### src/sv/bdm_pkg.sv
// Shared types, constants and the control program of the battery discharge monitor.
package bdm_pkg;

  // Field and datapath widths
  localparam int unsigned MV_W      = 13;
  localparam int unsigned RAW_W     = 12;
  localparam int unsigned SEC_W     = 32;
  localparam int unsigned LEVEL_W   = 7;
  localparam int unsigned RATE_W    = 8;
  localparam int unsigned RISE_W    = 5;
  localparam int unsigned LIMIT_W   = 4;
  localparam int unsigned SPAN_W    = MV_W + 1;
  localparam int unsigned ELAPSED_W = SEC_W + 1;
  localparam int unsigned DEN_W     = SEC_W + MV_W;
  localparam int unsigned REM_W     = DEN_W + RATE_W;
  localparam int unsigned STEP_W    = 4;
  localparam int unsigned ITER_W    = 3;
  localparam int unsigned CFG_IDX_W = 2;

  // Arithmetic constants
  localparam logic [MV_W-1:0]    MV_SCALE     = 13'd4900;  // 2 * 2450 mV full scale
  localparam int unsigned        MV_SHIFT     = 12;        // 4096 converter levels
  localparam logic [LEVEL_W-1:0] LEVEL_SCALE  = 7'd100;
  localparam logic [LEVEL_W-1:0] LEVEL_MAX    = 7'd100;
  localparam logic [23:0]        RATE_SCALE   = 24'd8640000; // percent * seconds per day
  localparam logic [RATE_W-1:0]  RATE_MAX     = 8'd255;
  localparam logic [RISE_W-1:0]  RISE_MAX     = 5'd31;
  localparam logic [MV_W-1:0]    MV_OUT_MAX   = 13'd4898;

  // Register reset values
  localparam logic [MV_W-1:0]    FULL_MV_RESET    = 13'd2900;
  localparam logic [MV_W-1:0]    EMPTY_MV_RESET   = 13'd2300;
  localparam logic [LIMIT_W-1:0] RISE_LIMIT_RESET = 4'd5;

  typedef enum logic [CFG_IDX_W-1:0] {
    REG_FULL_MV    = 2'd0,
    REG_EMPTY_MV   = 2'd1,
    REG_RISE_LIMIT = 2'd2
  } cfg_reg_t;

  typedef struct packed {
    logic [RAW_W-1:0] raw_sample;
    logic [SEC_W-1:0] now_seconds;
  } bdm_in_t;

  typedef struct packed {
    logic [MV_W-1:0]    voltage_mv;
    logic [LEVEL_W-1:0] level_percent;
    logic               charging;
    logic [RATE_W-1:0]  drain_rate;
    logic               rate_invalid;
  } bdm_out_t;

  // Datapath operations, one per control word
  typedef enum logic [3:0] {
    OP_NOP,
    OP_WAIT_IN,
    OP_MV,
    OP_UPDATE,
    OP_LVL_LOAD,
    OP_DIV,
    OP_LVL_STORE,
    OP_DEN_MUL,
    OP_NUM_MUL,
    OP_RATE_LOAD,
    OP_RATE_STORE,
    OP_EMIT
  } dp_op_t;

  // Sequencer jump conditions
  typedef enum logic [2:0] {
    JMP_NEXT,
    JMP_WAIT_IN,
    JMP_LOOP,
    JMP_SKIP,
    JMP_WAIT_OUT,
    JMP_GOTO
  } jump_t;

  typedef struct packed {
    dp_op_t              op;
    jump_t               jump;
    logic [STEP_W-1:0]   target;
    logic                load_iter;
    logic [ITER_W-1:0]   iter_init;
  } ctrl_word_t;

  typedef struct packed {
    logic in_req;
    logic out_free;
    logic rate_done;
  } dp_status_t;

  // Step addresses
  localparam logic [STEP_W-1:0] STEP_IDLE       = 4'd0;
  localparam logic [STEP_W-1:0] STEP_MV         = 4'd1;
  localparam logic [STEP_W-1:0] STEP_UPDATE     = 4'd2;
  localparam logic [STEP_W-1:0] STEP_LVL_LOAD   = 4'd3;
  localparam logic [STEP_W-1:0] STEP_LVL_DIV    = 4'd4;
  localparam logic [STEP_W-1:0] STEP_LVL_STORE  = 4'd5;
  localparam logic [STEP_W-1:0] STEP_DEN_MUL    = 4'd6;
  localparam logic [STEP_W-1:0] STEP_NUM_MUL    = 4'd7;
  localparam logic [STEP_W-1:0] STEP_RATE_LOAD  = 4'd8;
  localparam logic [STEP_W-1:0] STEP_RATE_DIV   = 4'd9;
  localparam logic [STEP_W-1:0] STEP_RATE_STORE = 4'd10;
  localparam logic [STEP_W-1:0] STEP_EMIT       = 4'd11;

  // Divide loop trip counts, minus one
  localparam logic [ITER_W-1:0] LVL_ITERS  = ITER_W'(LEVEL_W - 1);
  localparam logic [ITER_W-1:0] RATE_ITERS = ITER_W'(RATE_W - 1);

  function automatic ctrl_word_t microcode(input logic [STEP_W-1:0] addr);
    ctrl_word_t w;
    w = '{op: OP_NOP, jump: JMP_NEXT, target: STEP_IDLE, load_iter: 1'b0, iter_init: '0};
    case (addr)
      STEP_IDLE: begin
        w.op   = OP_WAIT_IN;
        w.jump = JMP_WAIT_IN;
      end
      STEP_MV:     w.op = OP_MV;
      STEP_UPDATE: w.op = OP_UPDATE;
      STEP_LVL_LOAD: begin
        w.op        = OP_LVL_LOAD;
        w.load_iter = 1'b1;
        w.iter_init = LVL_ITERS;
      end
      STEP_LVL_DIV: begin
        w.op   = OP_DIV;
        w.jump = JMP_LOOP;
      end
      STEP_LVL_STORE: begin
        w.op     = OP_LVL_STORE;
        w.jump   = JMP_SKIP;
        w.target = STEP_EMIT;
      end
      STEP_DEN_MUL: w.op = OP_DEN_MUL;
      STEP_NUM_MUL: w.op = OP_NUM_MUL;
      STEP_RATE_LOAD: begin
        w.op        = OP_RATE_LOAD;
        w.load_iter = 1'b1;
        w.iter_init = RATE_ITERS;
      end
      STEP_RATE_DIV: begin
        w.op   = OP_DIV;
        w.jump = JMP_LOOP;
      end
      STEP_RATE_STORE: w.op = OP_RATE_STORE;
      STEP_EMIT: begin
        w.op     = OP_EMIT;
        w.jump   = JMP_WAIT_OUT;
        w.target = STEP_IDLE;
      end
      default: begin
        w.jump   = JMP_GOTO;
        w.target = STEP_IDLE;
      end
    endcase
    return w;
  endfunction

endpackage

### src/sv/battery_discharge_monitor.sv
// Top level of the battery discharge monitor: sequencer plus datapath.
//
// One request carries a 12-bit battery converter sample and a time in whole
// seconds; one result comes back for every request with the voltage in mV
// (raw * 4900 / 4096), a 0..100 charge level between the empty and full
// registers, and either a charging flag (reference restarted) or a discharge
// rate in percent per day since the reference, clamped to 0..255. A microcoded
// sequencer walks a twelve-step program over a datapath with one shared
// restoring divide step; one request occupies the block at a time and runs
// 7 level divide steps plus 8 rate divide steps when a rate is computed and
// the level steps alone when the rate is skipped (charging, zero or negative elapsed time,
// full not above empty, or voltage at or above the reference). The finished
// result sits in an output register, so the next request is taken while the
// previous result waits for out_ready; the program stalls only if a second
// result is ready before the first has been taken. Configuration writes are
// always accepted; write them only while no request is in flight.
module battery_discharge_monitor (
  input  logic                            clk,
  input  logic                            rst,
  input  logic                            in_valid,
  output logic                            in_ready,
  input  bdm_pkg::bdm_in_t                in_data,
  output logic                            out_valid,
  input  logic                            out_ready,
  output bdm_pkg::bdm_out_t               out_data,
  input  logic                            cfg_valid,
  output logic                            cfg_ready,
  input  logic [bdm_pkg::CFG_IDX_W-1:0]   cfg_index,
  input  logic [bdm_pkg::MV_W-1:0]        cfg_data
);

  bdm_pkg::ctrl_word_t ctrl;
  bdm_pkg::dp_status_t status;

  // Register writes are never stalled.
  assign cfg_ready = 1'b1;

  // Fetch one control word per cycle; jump on datapath status.
  bdm_sequencer u_seq (
    .clk    (clk),
    .rst    (rst),
    .status (status),
    .ctrl   (ctrl)
  );

  // Execute the control word: convert, track reference, divide, emit.
  bdm_datapath u_dp (
    .clk       (clk),
    .rst       (rst),
    .ctrl      (ctrl),
    .status    (status),
    .in_valid  (in_valid),
    .in_ready  (in_ready),
    .in_data   (in_data),
    .out_valid (out_valid),
    .out_ready (out_ready),
    .out_data  (out_data),
    .cfg_valid (cfg_valid),
    .cfg_index (cfg_index),
    .cfg_data  (cfg_data)
  );

endmodule

### src/sv/bdm_sequencer.sv
// Step counter and microcode table that drive the monitor datapath.
module bdm_sequencer (
  input  logic                  clk,
  input  logic                  rst,
  input  bdm_pkg::dp_status_t   status,
  output bdm_pkg::ctrl_word_t   ctrl
);

  logic [bdm_pkg::STEP_W-1:0] step, step_next;
  logic [bdm_pkg::ITER_W-1:0] iter;
  logic                       iter_last;

  assign iter_last = (iter == '0);

  always_comb begin
    ctrl = bdm_pkg::microcode(step);
  end

  always_comb begin
    step_next = step + 1'b1;
    case (ctrl.jump)
      bdm_pkg::JMP_NEXT:     step_next = step + 1'b1;
      bdm_pkg::JMP_WAIT_IN:  step_next = status.in_req ? step + 1'b1 : step;
      bdm_pkg::JMP_LOOP:     step_next = iter_last ? step + 1'b1 : step;
      bdm_pkg::JMP_SKIP:     step_next = status.rate_done ? ctrl.target : step + 1'b1;
      bdm_pkg::JMP_WAIT_OUT: step_next = status.out_free ? ctrl.target : step;
      bdm_pkg::JMP_GOTO:     step_next = ctrl.target;
      default:               step_next = bdm_pkg::STEP_IDLE;
    endcase
  end

  always_ff @(posedge clk) begin
    if (rst) begin
      step <= bdm_pkg::STEP_IDLE;
      iter <= '0;
    end else begin
      step <= step_next;
      if (ctrl.load_iter) begin
        iter <= ctrl.iter_init;
      end else if (ctrl.jump == bdm_pkg::JMP_LOOP && !iter_last) begin
        iter <= iter - 1'b1;
      end
    end
  end

endmodule

### src/sv/bdm_datapath.sv
// Registers, multipliers and shared restoring divide step of the monitor.
module bdm_datapath (
  input  logic                                clk,
  input  logic                                rst,
  input  bdm_pkg::ctrl_word_t                 ctrl,
  output bdm_pkg::dp_status_t                 status,
  input  logic                                in_valid,
  output logic                                in_ready,
  input  bdm_pkg::bdm_in_t                    in_data,
  output logic                                out_valid,
  input  logic                                out_ready,
  output bdm_pkg::bdm_out_t                   out_data,
  input  logic                                cfg_valid,
  input  logic [bdm_pkg::CFG_IDX_W-1:0]       cfg_index,
  input  logic [bdm_pkg::MV_W-1:0]            cfg_data
);

  // Configuration
  logic [bdm_pkg::MV_W-1:0]    full_mv;
  logic [bdm_pkg::MV_W-1:0]    empty_mv;
  logic [bdm_pkg::LIMIT_W-1:0] rise_limit;

  // Persistent tracking state
  logic [bdm_pkg::MV_W-1:0]   previous_mv;
  logic [bdm_pkg::RISE_W-1:0] rise_count;
  logic [bdm_pkg::MV_W-1:0]   reference_mv;
  logic [bdm_pkg::SEC_W-1:0]  reference_seconds;

  // Per-request working registers
  logic [bdm_pkg::RAW_W-1:0]   raw;
  logic [bdm_pkg::SEC_W-1:0]   now;
  logic [bdm_pkg::MV_W-1:0]    mv;
  logic [bdm_pkg::SEC_W-1:0]   elapsed;
  logic [bdm_pkg::MV_W-1:0]    span;
  logic [bdm_pkg::MV_W-1:0]    diff;
  logic                        level_low, level_high;
  logic                        charging, rate_invalid, rate_done, rate_sat;
  logic [bdm_pkg::LEVEL_W-1:0] level;
  logic [bdm_pkg::RATE_W-1:0]  rate;
  logic [bdm_pkg::DEN_W-1:0]   den;
  logic [bdm_pkg::REM_W-1:0]   rem;
  logic [bdm_pkg::REM_W-1:0]   dsh;
  logic [bdm_pkg::RATE_W-1:0]  quo;

  // Combinational terms
  logic [bdm_pkg::RAW_W+bdm_pkg::MV_W-1:0] mv_prod;
  logic [bdm_pkg::RISE_W-1:0]    rise_next;
  logic                          restart;
  logic [bdm_pkg::ELAPSED_W-1:0] elapsed_wide;
  logic [bdm_pkg::SPAN_W-1:0]    span_wide;
  logic [bdm_pkg::SPAN_W-1:0]    diff_wide;
  logic                          elapsed_pos, span_pos, diff_pos;
  logic [bdm_pkg::MV_W-1:0]      level_base;
  logic [bdm_pkg::MV_W+bdm_pkg::LEVEL_W-1:0] level_num;
  logic [bdm_pkg::DEN_W-1:0]     den_prod;
  logic [bdm_pkg::MV_W+23:0]     num_prod;
  logic                          div_take;
  logic                          out_free;

  assign mv_prod   = (bdm_pkg::RAW_W+bdm_pkg::MV_W)'(raw) * bdm_pkg::MV_SCALE;
  assign rise_next = (mv > previous_mv)
                   ? ((rise_count == bdm_pkg::RISE_MAX) ? rise_count : rise_count + 1'b1)
                   : '0;
  assign restart   = (rise_next > bdm_pkg::RISE_W'(rise_limit)) || (reference_mv == '0);

  assign elapsed_wide = {1'b0, now} - {1'b0, reference_seconds};
  assign span_wide    = {1'b0, full_mv} - {1'b0, empty_mv};
  assign diff_wide    = {1'b0, reference_mv} - {1'b0, mv};
  assign elapsed_pos  = !elapsed_wide[bdm_pkg::ELAPSED_W-1] && (elapsed_wide != '0);
  assign span_pos     = !span_wide[bdm_pkg::SPAN_W-1] && (span_wide != '0);
  assign diff_pos     = !diff_wide[bdm_pkg::SPAN_W-1] && (diff_wide != '0);

  assign level_base = mv - empty_mv;
  assign level_num  = (bdm_pkg::MV_W+bdm_pkg::LEVEL_W)'(level_base) * bdm_pkg::LEVEL_SCALE;
  assign den_prod   = bdm_pkg::DEN_W'(elapsed) * span;
  assign num_prod   = (bdm_pkg::MV_W+24)'(diff) * bdm_pkg::RATE_SCALE;
  assign div_take   = (rem >= dsh);

  assign out_free  = !out_valid || out_ready;
  assign in_ready  = (ctrl.op == bdm_pkg::OP_WAIT_IN);
  assign status    = '{in_req: in_valid, out_free: out_free, rate_done: rate_done};

  always_ff @(posedge clk) begin
    if (rst) begin
      full_mv    <= bdm_pkg::FULL_MV_RESET;
      empty_mv   <= bdm_pkg::EMPTY_MV_RESET;
      rise_limit <= bdm_pkg::RISE_LIMIT_RESET;
    end else if (cfg_valid) begin
      case (cfg_index)
        bdm_pkg::REG_FULL_MV:    full_mv    <= cfg_data;
        bdm_pkg::REG_EMPTY_MV:   empty_mv   <= cfg_data;
        bdm_pkg::REG_RISE_LIMIT: rise_limit <= cfg_data[bdm_pkg::LIMIT_W-1:0];
        default: ;
      endcase
    end
  end

  always_ff @(posedge clk) begin
    if (rst) begin
      previous_mv       <= '0;
      rise_count        <= '0;
      reference_mv      <= '0;
      reference_seconds <= '0;
      out_valid         <= 1'b0;
    end else begin
      if (ctrl.op == bdm_pkg::OP_UPDATE) begin
        previous_mv <= mv;
        rise_count  <= rise_next;
        if (restart) begin
          reference_mv      <= mv;
          reference_seconds <= now;
        end
      end
      if (ctrl.op == bdm_pkg::OP_EMIT && out_free) begin
        out_valid <= 1'b1;
      end else if (out_ready) begin
        out_valid <= 1'b0;
      end
    end
  end

  always_ff @(posedge clk) begin
    case (ctrl.op)
      bdm_pkg::OP_WAIT_IN: begin
        if (in_valid) begin
          raw <= in_data.raw_sample;
          now <= in_data.now_seconds;
        end
      end
      bdm_pkg::OP_MV: begin
        mv <= mv_prod[bdm_pkg::MV_SHIFT +: bdm_pkg::MV_W];
      end
      bdm_pkg::OP_UPDATE: begin
        elapsed      <= elapsed_wide[bdm_pkg::SEC_W-1:0];
        span         <= span_wide[bdm_pkg::MV_W-1:0];
        diff         <= diff_wide[bdm_pkg::MV_W-1:0];
        level_low    <= (mv <= empty_mv);
        level_high   <= (mv >= full_mv);
        charging     <= restart;
        rate_invalid <= !restart && !(elapsed_pos && span_pos);
        rate_done    <= restart || !elapsed_pos || !span_pos || !diff_pos;
        rate         <= '0;
      end
      bdm_pkg::OP_LVL_LOAD: begin
        rem <= bdm_pkg::REM_W'(level_num);
        dsh <= bdm_pkg::REM_W'(span) << (bdm_pkg::LEVEL_W - 1);
        quo <= '0;
      end
      bdm_pkg::OP_DIV: begin
        if (div_take) begin
          rem <= rem - dsh;
        end
        quo <= {quo[bdm_pkg::RATE_W-2:0], div_take};
        dsh <= dsh >> 1;
      end
      bdm_pkg::OP_LVL_STORE: begin
        level <= level_low  ? '0 :
                 level_high ? bdm_pkg::LEVEL_MAX : quo[bdm_pkg::LEVEL_W-1:0];
      end
      bdm_pkg::OP_DEN_MUL: begin
        den <= den_prod;
      end
      bdm_pkg::OP_NUM_MUL: begin
        rem <= bdm_pkg::REM_W'(num_prod);
      end
      bdm_pkg::OP_RATE_LOAD: begin
        rate_sat <= (rem >= {den, bdm_pkg::RATE_W'(0)});
        dsh      <= bdm_pkg::REM_W'({den, (bdm_pkg::RATE_W-1)'(0)});
        quo      <= '0;
      end
      bdm_pkg::OP_RATE_STORE: begin
        rate <= rate_sat ? bdm_pkg::RATE_MAX : quo;
      end
      bdm_pkg::OP_EMIT: begin
        if (out_free) begin
          out_data <= '{voltage_mv:     mv,
                        level_percent:  level,
                        charging:       charging,
                        drain_rate:     rate,
                        rate_invalid:   rate_invalid};
        end
      end
      default: ;
    endcase
  end

endmodule

### config.mk
export PLATFORM = sky130hd
export DESIGN_NAME = battery_discharge_monitor
export DESIGN_NICKNAME = d
export VERILOG_FILES = /design/src/sv/bdm_pkg.sv /design/src/sv/battery_discharge_monitor.sv /design/src/sv/bdm_sequencer.sv /design/src/sv/bdm_datapath.sv
export SDC_FILE = /design/constraint.sdc
export NUM_CORES = 2
export LEC_CHECK = 0
export ABC_AREA = 1
export BUFFER_PORTS_ARGS = -buffer_cell sky130_fd_sc_hd__clkbuf_2
export CORE_UTILIZATION = 23
export DETAILED_ROUTE_END_ITERATION = 6
export PLACE_DENSITY_LB_ADDON = 0.1
export SKIP_CTS_REPAIR_TIMING = 1
export SKIP_LAST_GASP = 1
export SYNTH_ARGS = -nofsm -noshare
export SYNTH_HDL_FRONTEND = slang
export SYNTH_SLANG_ARGS = --single-unit
### constraint.sdc
create_clock -name clk -period 13.25 [get_ports clk]
set_input_delay 3.975 -clock clk [delete_from_list [all_inputs] [get_ports clk]]
set_output_delay 3.975 -clock clk [all_outputs]
set_load 0.005 [all_outputs]
==> flow_summary.ini <==
[clock_tree]
ctsHtreeMaxLevel = 2
cts_root_buf = clkbuf_16
clockBufferDepth = 3
cts_tree = built
clock_sinks = 425
cts.clk_slew.worst_paths_ns = 0.06
worstSkewPairLatency_ns = 0.70
cts_made_buffers = 57

[global_route]
grt_pass1_wl_mm = 235
use_met2_pct = 25.7
grt_overflow = 0
use_met3_pct = 1.59
grt_max_degree = 145
grt_busiest_layer = met2
gr-usage-met1_pct = 20.7
gr-usage-all-layers_pct = 15.2
antenna_found_initial = 4
grt_pass1_vias = 38100

[timing]
clock.fmax_mhz = 145
drv_slew = 0
finClkSkew_ns = 0.0362
finalSetupViolCount = 0
rsz0062_at_grt = false
period_share_pct = 52.1
hold_violations = 0
slew_headroom_pct = 29.2
tightest_slew_ns = 1.06
fin_setup_tns_ns = 0
fin_crit_ns = 6.90

[worst_setup_path]
cp_cell_sequence = inv_1 -> ha_1 -> o21ai_1 -> nand2_1 -> nor2_4 -> nand2_1 -> inv_1 -> clkbuf_2
rr_startpoint = u_dp.elapsed[6]$_DFFE_PP_
crit_path_start_kind = register
cp.required_ns = 9.27
arrival_ns = 2.93
slowest_delay_ns = 0.42
cp_max_fo = 5
path_class = register to output pin
cp-startpoint = u_seq.step[0]$_SDFFE_PP0P_
end_kind = output pin
crit_slowest_cell = dfxtp_1

[floorplanning]
die_h_um = 449
initial_core_util_pct = 23.2
die_area_mm2 = 0.202
ios = 97
row_count = 163
core_mm2 = 0.198
chipWidth_um = 449

[cells_and_area]
fillCellCount = 21700
layout-drive-gt1-share_pct = 5.62
final_nets = 6795
synthToLayoutAreaGrowth_pct = 11.5

[placed_design]
routabilityCongestion = 0.832
io_buffers = 95
place_hpwl_mm = 127

[synth]
synth_xor_xnor_area_share_pct = 2.25
syn_nets = 6746
synth_compound_area_share_pct = 9.71
synth_fa_ha_area_share_pct = 31.6
synth_top_family_by_area = adder cells
synth-main-ff-cell = edfxtp_1
synth.yosys.seq_area_share_pct = 25.6
synth_seq_cells = 425
synth_edf_count = 324
ys_warn_count = 0
synthArstFlopShare_pct = 0
synth_simple_gate_area_share_pct = 17.7
synthDistinctLibCells = 64
syn_area_mm2 = 0.0460
synth_top_area_cell = edfxtp_1
postSynthCellCount = 5771
synth_top_area_share_pct = 21.2
synth_mux_area_share_pct = 0.0245
synth.top_cells.by_area = edfxtp_1, fa_1, ha_1, inv_1, nand2_1
synth_area_per_cell_um2 = 7.97

[detailed_routing]
viasPerCell = 4.21
drt-total-wl_mm = 153
final_antenna_net_count = 0
post_drt_wl_per_cell_um = 18.0
firstDrtPassIters = 7
drcViolationCount = 0
drtIter0Drc = 1548
vias = 35800

[job]
max_cap_viol_count = 0

[min_path]
min_from = u_dp.rate[2]$_SDFFCE_PN0P_
hp-class = register to register

[run_status]
status = finished, final reports clean
layer usage:
metal / wire, um / vias to the layer above
met1: 74400 / 17200
li1: - / 18100
met2: 72100 / 374
met5: 19 / -
met3: 4030 / 119
met4: 2920 / 2
synthesized netlist by cell type, types with 29 or more instances:
| library cell | n |
|---|---|
| dfxtp_1 | 101 |
| clkbuf_1 | 76 |
| edfxtp_1 | 324 |
| a21oi_1 | 336 |
| nand4_1 | 43 |
| nor2_1 | 350 |
| nand3_1 | 190 |
| fa_1 | 417 |
| inv_1 | 1433 |
| a31oi_1 | 32 |
| o21ai_0 | 194 |
| nand3_2 | 31 |
| a21oi_2 | 29 |
| xnor2_1 | 39 |
| buf_1 | 30 |
| o22ai_1 | 36 |
| ha_1 | 494 |
| xor2_1 | 79 |
| nor3_1 | 36 |
| nand2_1 | 1239 |
layout by cell type (no fill, tap or decap), types with 7 or more instances in the layout:
master and n:
nand4_1 43, o21ai_1 28, or2_2 12, inv_1 1433
nand3_1 190, clkbuf_1 13, a21oi_1 336, o21a_1 9
nor3_1 36, ha_1 494, fa_1 417, clkbuf_16 57
nand2_1 1236, o21bai_1 27, buf_4 32, inv_2 13
nand2_2 8, o22ai_1 36, nor2_1 348, nor4_1 12
o21ai_0 194, edfxtp_1 324, clkinvlp_4 7, a31oi_1 32
clkinv_1 12, o211ai_1 21, a21o_1 19, nand3b_1 7
nand3_2 31, o221ai_1 13, clkbuf_2 95, dfxtp_1 101
a21oi_2 29, xor2_1 79, a21boi_0 8, xnor2_1 39
kinds of logic (layout without fill, tap and decap cells):
family	count (synthesis)	count (layout)
AOI/OAI and AO/OA	778	778
xor gates and xnor gates	118	118
adders and majority gates	911	911
buffers and inverters	1585	1683
DFF	425	425
muxes	1	1
other	1	2
and+or+nand+nor	1952	1952
registers in the layout (all words and copies together), names as in the netlist, 30 cells and up:
register	cells
u_dp.den	45
u_dp.dsh	52
u_dp.elapsed	32
u_dp.now	32
u_dp.out_data	30
u_dp.reference_seconds	32
u_dp.rem	53
through the flow:
| stage | utilization [%] | instance area (um2) | instances | setup WS [ns] | hold slack, ns |
|---|---|---|---|---|---|
| final | 25.9 | 51300 | 8510 | 6.35 | 0.411 |
| after global routing | 25.9 | 51300 | 8510 | 6.13 | 0.435 |
| after CTS | 25.9 | 51300 | 8509 | 6.23 | 0.412 |
| after detailed placement | 25.0 | 49400 | 8401 | 6.91 | 0.406 |
| after global placement | 25.0 | 49400 | 8401 | 6.84 | 0.406 |
| after floorplan | - | 46000 | 5771 | 5.75 | 0.400 |
area by class of cell:
type / count / area [um2] / share of cell area (%)
timing repair buffer: 128 / 736 / 1.43
antenna: 1 / 2.50 / 0.00488
inverter: 1447 / 5430 / 10.6
tap: 2640 / 3300 / 6.44
sequential: 425 / 11800 / 22.9
multi-input combinational: 3761 / 28200 / 55.0
clock inverter: 37 / 377 / 0.734
clock buffer: 71 / 1490 / 2.90
path summary, 6_finish.rpt:
kind	to	slack [ns]	cells after the start
worst max-delay path	in_ready	6.35	8
worst min-delay path	u_dp.out_data[3]$_DFFE_PP_	0.41	0
worst max register to register	u_dp.den[34]$_DFFE_PN_	6.98	21
worst min register to register	u_dp.out_data[3]$_DFFE_PP_	0.41	0
critical path: cells and delay by family, from the launching register on:
kind	cells	cell delay (ns)
simple gates	3	0.88
flops	1	0.42
buf+inv	3	0.39
fa+ha+maj	1	0.27
compound gates	1	0.27
Power is left out: the tool's default activity adds up to more than one toggle a clock period on the data nets, which glitch-free logic cannot reach.
